`src/hdl/etqp_pkg.sv`:
```
`timescale 1ns / 1ps
// ----------------------------------------------------------------------------
// etqp_pkg
// Shared types and result codes of the event task priority queue.
// ----------------------------------------------------------------------------
package etqp_pkg;

  localparam int IN_DATA_W  = 40;
  localparam int OUT_DATA_W = 40;
  localparam int KIND_W     = 3;
  localparam int SLOT_FLD_W = 3;

  localparam logic [KIND_W-1:0] KIND_INSERTED = 3'd0;
  localparam logic [KIND_W-1:0] KIND_FULL     = 3'd1;
  localparam logic [KIND_W-1:0] KIND_NULL     = 3'd2;
  localparam logic [KIND_W-1:0] KIND_DISPATCH = 3'd3;
  localparam logic [KIND_W-1:0] KIND_DONE     = 3'd4;

  localparam logic OP_INSERT   = 1'b0;
  localparam logic OP_SCHEDULE = 1'b1;

  // One table entry as held in the RAM.
  typedef struct packed {
    logic [7:0]  prio;
    logic [7:0]  ident;
    logic [15:0] handle;
  } entry_t;

  localparam int ENTRY_W = $bits(entry_t);

  typedef enum logic [3:0] {
    ST_IDLE  = 4'b0001,
    ST_READ  = 4'b0010,
    ST_CHECK = 4'b0100,
    ST_DONE  = 4'b1000
  } state_t;

endpackage

```
`src/hdl/event_task_priority_queue.sv`:
```
`timescale 1ns / 1ps
// ----------------------------------------------------------------------------
// event_task_priority_queue
// Table of event-triggered tasks with insert and priority dispatch.
// ----------------------------------------------------------------------------
// Usage:
//   Input stream (s_*): s_tuser selects the operation, 0 insert, 1 schedule
//   point. An insert stores handle, ident and priority in the lowest free
//   slot and returns one result (inserted, dropped full, or null ignored for
//   a zero handle). A schedule point returns one dispatch transfer for every
//   occupied slot whose priority is at least running_prio, in slot order,
//   freeing each one, then a done transfer with tlast high.
//   Output stream (m_*): m_tuser carries the result kind, m_tlast marks the
//   final transfer of an item.
//   Timing: an insert result is registered and shown in the cycle after its
//   input transfer. A schedule point walks the table through the entry RAM
//   slot by slot (read, then check), then a done state; output stalls pause
//   it. One item is in work at a time; the next input transfer is taken once
//   the table walk is over and the output register can take a result.
//   Reset: the valid bits clear at once, so the table is empty; RAM contents
//   are left as they are. A stalled receiver holds the output register and
//   pauses the walk on the next qualifying slot.
// ----------------------------------------------------------------------------
module event_task_priority_queue
  import etqp_pkg::*;
#(
  parameter int NUM_SLOTS = 6
) (
  input  logic                  clk,
  input  logic                  rst,
  input  logic                  s_tvalid,
  output logic                  s_tready,
  // [15:0] task_handle, [23:16] task_ident, [31:24] task_prio,
  // [39:32] running_prio
  input  logic [IN_DATA_W-1:0]  s_tdata,
  // [0] op
  input  logic                  s_tuser,
  output logic                  m_tvalid,
  input  logic                  m_tready,
  // [2:0] slot, [18:3] out_handle, [26:19] out_ident, [34:27] out_prio,
  // [39:35] zero
  output logic [OUT_DATA_W-1:0] m_tdata,
  // [2:0] kind
  output logic [KIND_W-1:0]     m_tuser,
  output logic                  m_tlast
);

  localparam int SLOT_W = (NUM_SLOTS > 1) ? $clog2(NUM_SLOTS) : 1;
  localparam logic [SLOT_W-1:0] LAST_SLOT = SLOT_W'(NUM_SLOTS - 1);

  state_t              state;
  logic [NUM_SLOTS-1:0] slot_valid;
  logic [SLOT_W-1:0]   idx;
  logic [7:0]          running_prio;

  // Output register.
  logic                  out_valid;
  logic [KIND_W-1:0]     out_kind;
  logic [SLOT_FLD_W-1:0] out_slot;
  logic [15:0]           out_handle;
  logic [7:0]            out_ident;
  logic [7:0]            out_prio;
  logic                  out_last;

  // Input fields.
  logic [15:0] in_handle;
  logic [7:0]  in_ident;
  logic [7:0]  in_prio;
  logic [7:0]  in_running;

  assign in_handle  = s_tdata[15:0];
  assign in_ident   = s_tdata[23:16];
  assign in_prio    = s_tdata[31:24];
  assign in_running = s_tdata[39:32];

  logic out_free;
  logic in_xfer;
  assign out_free = !out_valid || m_tready;
  assign s_tready = (state == ST_IDLE) && out_free;
  assign in_xfer  = s_tvalid && s_tready;

  // Lowest free slot.
  logic              free_found;
  logic [SLOT_W-1:0] free_idx;

  always_comb begin
    free_found = 1'b0;
    free_idx   = '0;
    for (int i = NUM_SLOTS - 1; i >= 0; i--) begin
      if (!slot_valid[i]) begin
        free_found = 1'b1;
        free_idx   = SLOT_W'(i);
      end
    end
  end

  // Entry RAM: written on insert, read one slot at a time during a walk.
  logic   ram_we;
  entry_t ram_wdata;
  entry_t ram_rdata;
  logic [ENTRY_W-1:0] ram_rdata_raw;

  assign ram_we = in_xfer && (s_tuser == OP_INSERT) && (in_handle != 16'd0) && free_found;
  assign ram_wdata = '{prio: in_prio, ident: in_ident, handle: in_handle};
  assign ram_rdata = entry_t'(ram_rdata_raw);

  etqp_ram #(
    .WIDTH (ENTRY_W),
    .DEPTH (NUM_SLOTS)
  ) u_entry_ram (
    .clk   (clk),
    .we    (ram_we),
    .waddr (free_idx),
    .wdata (ram_wdata),
    .raddr (idx),
    .rdata (ram_rdata_raw)
  );

  // A slot qualifies when occupied and its priority reaches the running one.
  logic hit;
  assign hit = slot_valid[idx] && (ram_rdata.prio >= running_prio);

  // Which result to load this cycle.
  logic load_insert;
  logic load_dispatch;
  logic load_done;
  assign load_insert   = in_xfer && (s_tuser == OP_INSERT);
  assign load_dispatch = (state == ST_CHECK) && hit && out_free;
  assign load_done     = (state == ST_DONE) && out_free;

  // Control state.
  always_ff @(posedge clk) begin
    if (rst) begin
      state      <= ST_IDLE;
      slot_valid <= '0;
      out_valid  <= 1'b0;
      idx        <= '0;
    end else begin
      if (load_insert || load_dispatch || load_done) begin
        out_valid <= 1'b1;
      end else if (m_tready) begin
        out_valid <= 1'b0;
      end

      case (state)
        ST_IDLE: begin
          if (ram_we) begin
            slot_valid[free_idx] <= 1'b1;
          end
          if (in_xfer && (s_tuser == OP_SCHEDULE)) begin
            idx   <= '0;
            state <= ST_READ;
          end
        end
        ST_READ: begin
          state <= ST_CHECK;
        end
        ST_CHECK: begin
          // Hold on a qualifying slot until the output register frees up.
          if (!hit || out_free) begin
            if (hit) begin
              slot_valid[idx] <= 1'b0;
            end
            if (idx == LAST_SLOT) begin
              state <= ST_DONE;
            end else begin
              idx   <= idx + 1'b1;
              state <= ST_READ;
            end
          end
        end
        ST_DONE: begin
          if (out_free) begin
            state <= ST_IDLE;
          end
        end
        default: begin
          state <= ST_IDLE;
        end
      endcase
    end
  end

  // Payload registers.
  always_ff @(posedge clk) begin
    if (in_xfer) begin
      running_prio <= in_running;
    end
    if (load_insert) begin
      out_handle <= 16'd0;
      out_ident  <= 8'd0;
      out_prio   <= 8'd0;
      out_last   <= 1'b1;
      if (in_handle == 16'd0) begin
        out_kind <= KIND_NULL;
        out_slot <= '0;
      end else if (free_found) begin
        out_kind <= KIND_INSERTED;
        out_slot <= SLOT_FLD_W'(free_idx);
      end else begin
        out_kind <= KIND_FULL;
        out_slot <= '0;
      end
    end else if (load_dispatch) begin
      out_kind   <= KIND_DISPATCH;
      out_slot   <= SLOT_FLD_W'(idx);
      out_handle <= ram_rdata.handle;
      out_ident  <= ram_rdata.ident;
      out_prio   <= ram_rdata.prio;
      out_last   <= 1'b0;
    end else if (load_done) begin
      out_kind   <= KIND_DONE;
      out_slot   <= '0;
      out_handle <= 16'd0;
      out_ident  <= 8'd0;
      out_prio   <= 8'd0;
      out_last   <= 1'b1;
    end
  end

  assign m_tvalid = out_valid;
  assign m_tuser  = out_kind;
  assign m_tlast  = out_last;
  assign m_tdata  = {5'd0, out_prio, out_ident, out_handle, out_slot};

endmodule

```
`src/hdl/etqp_ram.sv`:
```
`timescale 1ns / 1ps
// ----------------------------------------------------------------------------
// etqp_ram
// Generic single-write, single-read RAM with registered read data.
// ----------------------------------------------------------------------------
module etqp_ram #(
  parameter int WIDTH = 32,
  parameter int DEPTH = 6
) (
  input  logic                                    clk,
  input  logic                                    we,
  input  logic [((DEPTH > 1) ? $clog2(DEPTH) : 1)-1:0] waddr,
  input  logic [WIDTH-1:0]                        wdata,
  input  logic [((DEPTH > 1) ? $clog2(DEPTH) : 1)-1:0] raddr,
  output logic [WIDTH-1:0]                        rdata
);

  logic [WIDTH-1:0] mem [DEPTH];

  always_ff @(posedge clk) begin
    if (we) begin
      mem[waddr] <= wdata;
    end
    rdata <= mem[raddr];
  end

endmodule

```
`config.mk`:
```
export PLATFORM = sky130hd
export DESIGN_NAME = event_task_priority_queue
export DESIGN_NICKNAME = d
export VERILOG_FILES = /design/src/hdl/etqp_pkg.sv /design/src/hdl/event_task_priority_queue.sv /design/src/hdl/etqp_ram.sv
export SDC_FILE = /design/constraint.sdc
export NUM_CORES = 1
export LEC_CHECK = 0
export CAP_MARGIN = 20
export CORE_AREA = 4 4 161 163
export DETAILED_ROUTE_END_ITERATION = 10
export DIE_AREA = 0 0 165 167
export DONT_BUFFER_PORTS = 1
export GPL_TIMING_DRIVEN = 0
export RECOVER_POWER = 100
export SLEW_MARGIN = 20
export SYNTH_ARGS = -nofsm -noshare
export SYNTH_HDL_FRONTEND = slang
export SYNTH_SLANG_ARGS = --single-unit
```
`constraint.sdc`:
```
create_clock -name clk -period 9.5 [get_ports clk]
set_clock_uncertainty 0.1 [all_clocks]
set_input_delay 1.9 -clock clk [delete_from_list [all_inputs] [get_ports clk]]
set_output_delay 1.9 -clock clk [all_outputs]
set_load 0.01 [all_outputs]
```
==> flow_summary.toml <==
[clocking]
cts.path.max_buffers = 3
numCtsBuffers = 30
hold_buffers = 0
htree_levels = 1
path_clk_slew_ps = 60
cts_resized = 0
tritoncts = "done"
post-cts-setup-buffer-count = 0
clkSinkCount = 285
clk_latency_ps = 540
cts-root-buf = "clkbuf_16"

[layout]
fin_nets = 799
syn_to_final_growth_pct = 12.77
postLayoutCellArea_um2 = 12310
diodes = 0
utilization_pct = 50.63
drive_above_1_share_pct = 13.28

[worst_setup_path]
r2r_slack_ps = 4970
cp-start-kind = "input port"
cp_data_arrival_time_ps = 5150
worstSetupEndpointType = "flip-flop"
worstPathRequired_ps = 9550
path_class = "in2reg"
crit_fanout = 19

[synthesis]
synth-simple-area-share_pct = 6.612
synth_top_area_share_pct = 56.66
synth_area_leader_cell = "edfxtp_1"
synth_fa_ha_area_share_pct = 1.146
synth_xor_xnor_area_share_pct = 0
yosys_warnings = 0
synth-seq-cells = 285
synth_edf_count = 206
synth_compound_area_share_pct = 4.263
synth_area_leaders = "edfxtp_1 57%, dfxtp_1 14%, mux4_2 6.6%"
synth-main-ff-cell = "edfxtp_1"
yosysMostFrequentCell = "edfxtp_1"
muxShareOfSynthArea_pct = 12.86
yosysSeqAreaShare_pct = 71.14
synth_commonest_cells = "206 x edfxtp_1, 79 x dfxtp_1, 66 x mux2i_1"
async_flop_share_pct = 0
syn_inst = 695
synth.distinct_cells = 53
netlist_area_um2 = 10920
synth_top_family_by_area = "multiplexers"
syn_area_per_cell_um2 = 15.71

[flow_run]
max_cap_viol_count = 2

[placed_design]
gp_congestion = 0.7892
port_buffers = 0
place_area_um2 = 11540
hpwl_um = 14990

[global_routing]
grt_pass1_wl_um = 34910
track_usage_pct = 16.46
grt_max_degree = 21
grt_pass1_vias = 6076
overflow = 0
grt_antenna_before_repair = 0

[status]
status = "finished, violations left"
violations = "capacitance limit, slew limit"

[drt]
route.detailed.drc = 0
final_antenna_net_count = 0
wl_um = 22710
routed_via_density = 5.269
dr_total_vias = 5754
firstDrtPassIters = 5
drt-initial-drc-count = 417
wl_per_cell_um = 20.79

[timing]
final_hold_viol_count = 0
period_share_pct = 53.68
worst_pin_slew_ps = 1768
tns_ps = 0
finalMaxSlewViolations = 33
fmax_ghz = 0.1961
min_period_ps = 5100
rsz0062_at_grt = "false"
setup_viol = 0
slew_headroom_pct = -18.29

[die]
ios = 91
die_x_um = 165
fp-row-count = 57
die_y_um = 167
coreArea_um2 = 24320
start_util_pct = 44.89
dieArea_um2 = 27560

[min_path]
hold_path.class = "reg2reg"

[power_and_ir_drop]
total_power_mw = 2.657
peakVddDrop_v = 0.0001189
power.density_nw_per_um2 = 215.8
p_leak_nw = 4.391
[final cells by class]
class / instances / area, µm²
clock inverter: 13 / 98.84
clock buffer: 43 / 870.8
buffer: 37 / 232.7
inverter: 45 / 168.9
tap: 324 / 405.4
sequential: 285 / 7767
timing repair buffer: 13 / 48.80
fill: 2026 / 12010
multi-input combinational: 332 / 2719
[worst paths after layout]
| kind | start | to | cells after the start |
|---|---|---|---|
| hold / removal | u_entry_ram.rdata[6]$_DFF_P_ | out_handle[6]$_SDFFE_PN0P_ | 2 |
| hold reg to reg | u_entry_ram.rdata[6]$_DFF_P_ | out_handle[6]$_SDFFE_PN0P_ | 2 |
| setup reg to reg | state[1]$_SDFFE_PP0P_ | u_entry_ram.mem[5][17]$_DFFE_PP_ | 7 |
| setup / recovery | s_tuser | u_entry_ram.mem[5][17]$_DFFE_PP_ | 6 |
[per-stage QoR]
step | hold slack (ps) | std cells | setup WS, ps
2_1_floorplan | 313.6 | 699 | 4014
3_3_place_gp | 317.9 | 1023 | 1442
3_5_place_dp | 321.7 | 1036 | 5052
4_1_cts | 329.6 | 1092 | 5052
5_1_grt | 352.1 | 1092 | 4128
6_report | 328.5 | 1092 | 4400
[state kept, by name, summed over array words and instances, names as in the netlist, 3 cells and up]
signal / flops
out_ident: 8
u_entry_ram.rdata: 32
out_prio: 8
out_handle: 16
m_tuser: 3
running_prio: 8
u_entry_ram.mem: 192
out_slot: 3
slot_valid: 6
state: 4
idx: 3
[kinds of logic after synthesis]
kind of cell,count (synthesis)
buffers and inverters,82
AO/OA/AOI/OAI,75
AND/OR/NAND/NOR,142
adder cells (fa/ha/maj),10
other,1
multiplexers,100
flip-flops,285
[per-layer routing]
metal | vias to the layer above | wire, µm | track usage, %
met1 | 2862 | 9119 | 20.24
met3 | 28 | 1914 | 5.512
met4 | 0 | 438 | 4.340
li1 | 2682 | - | -
met5 | - | 0 | 0
met2 | 182 | 11230 | 27.86
[power breakdown]
| part | total [mW] | switching [mW] | internal [mW] |
|---|---|---|---|
| Sequential | 1.40 | 0.0149 | 1.38 |
| Combinational | 0.138 | 0.0861 | 0.0515 |
| Clock | 1.12 | 0.459 | 0.664 |
[worst max-delay path, stage by stage]
cell and delay, ps:
and2b_1 180, and3_1 150, clkbuf_1 300, nand4b_1 320, nor2_1 1230, clkbuf_1 1040
[placed cells by master, fill, tap and decap left out, types with 7 or more instances in the layout]
cell and n:
edfxtp_1 206, dfxtp_1 79, mux2i_1 66, nand2_1 48
nor2_1 45, inv_1 45, a21oi_1 40, clkbuf_1 38
mux4_2 32, clkbuf_16 31, ha_1 10, o21ai_0 9
nand2b_1 8, buf_4 7, clkbuf_8 7
Power figures use the tool's default switching activity.
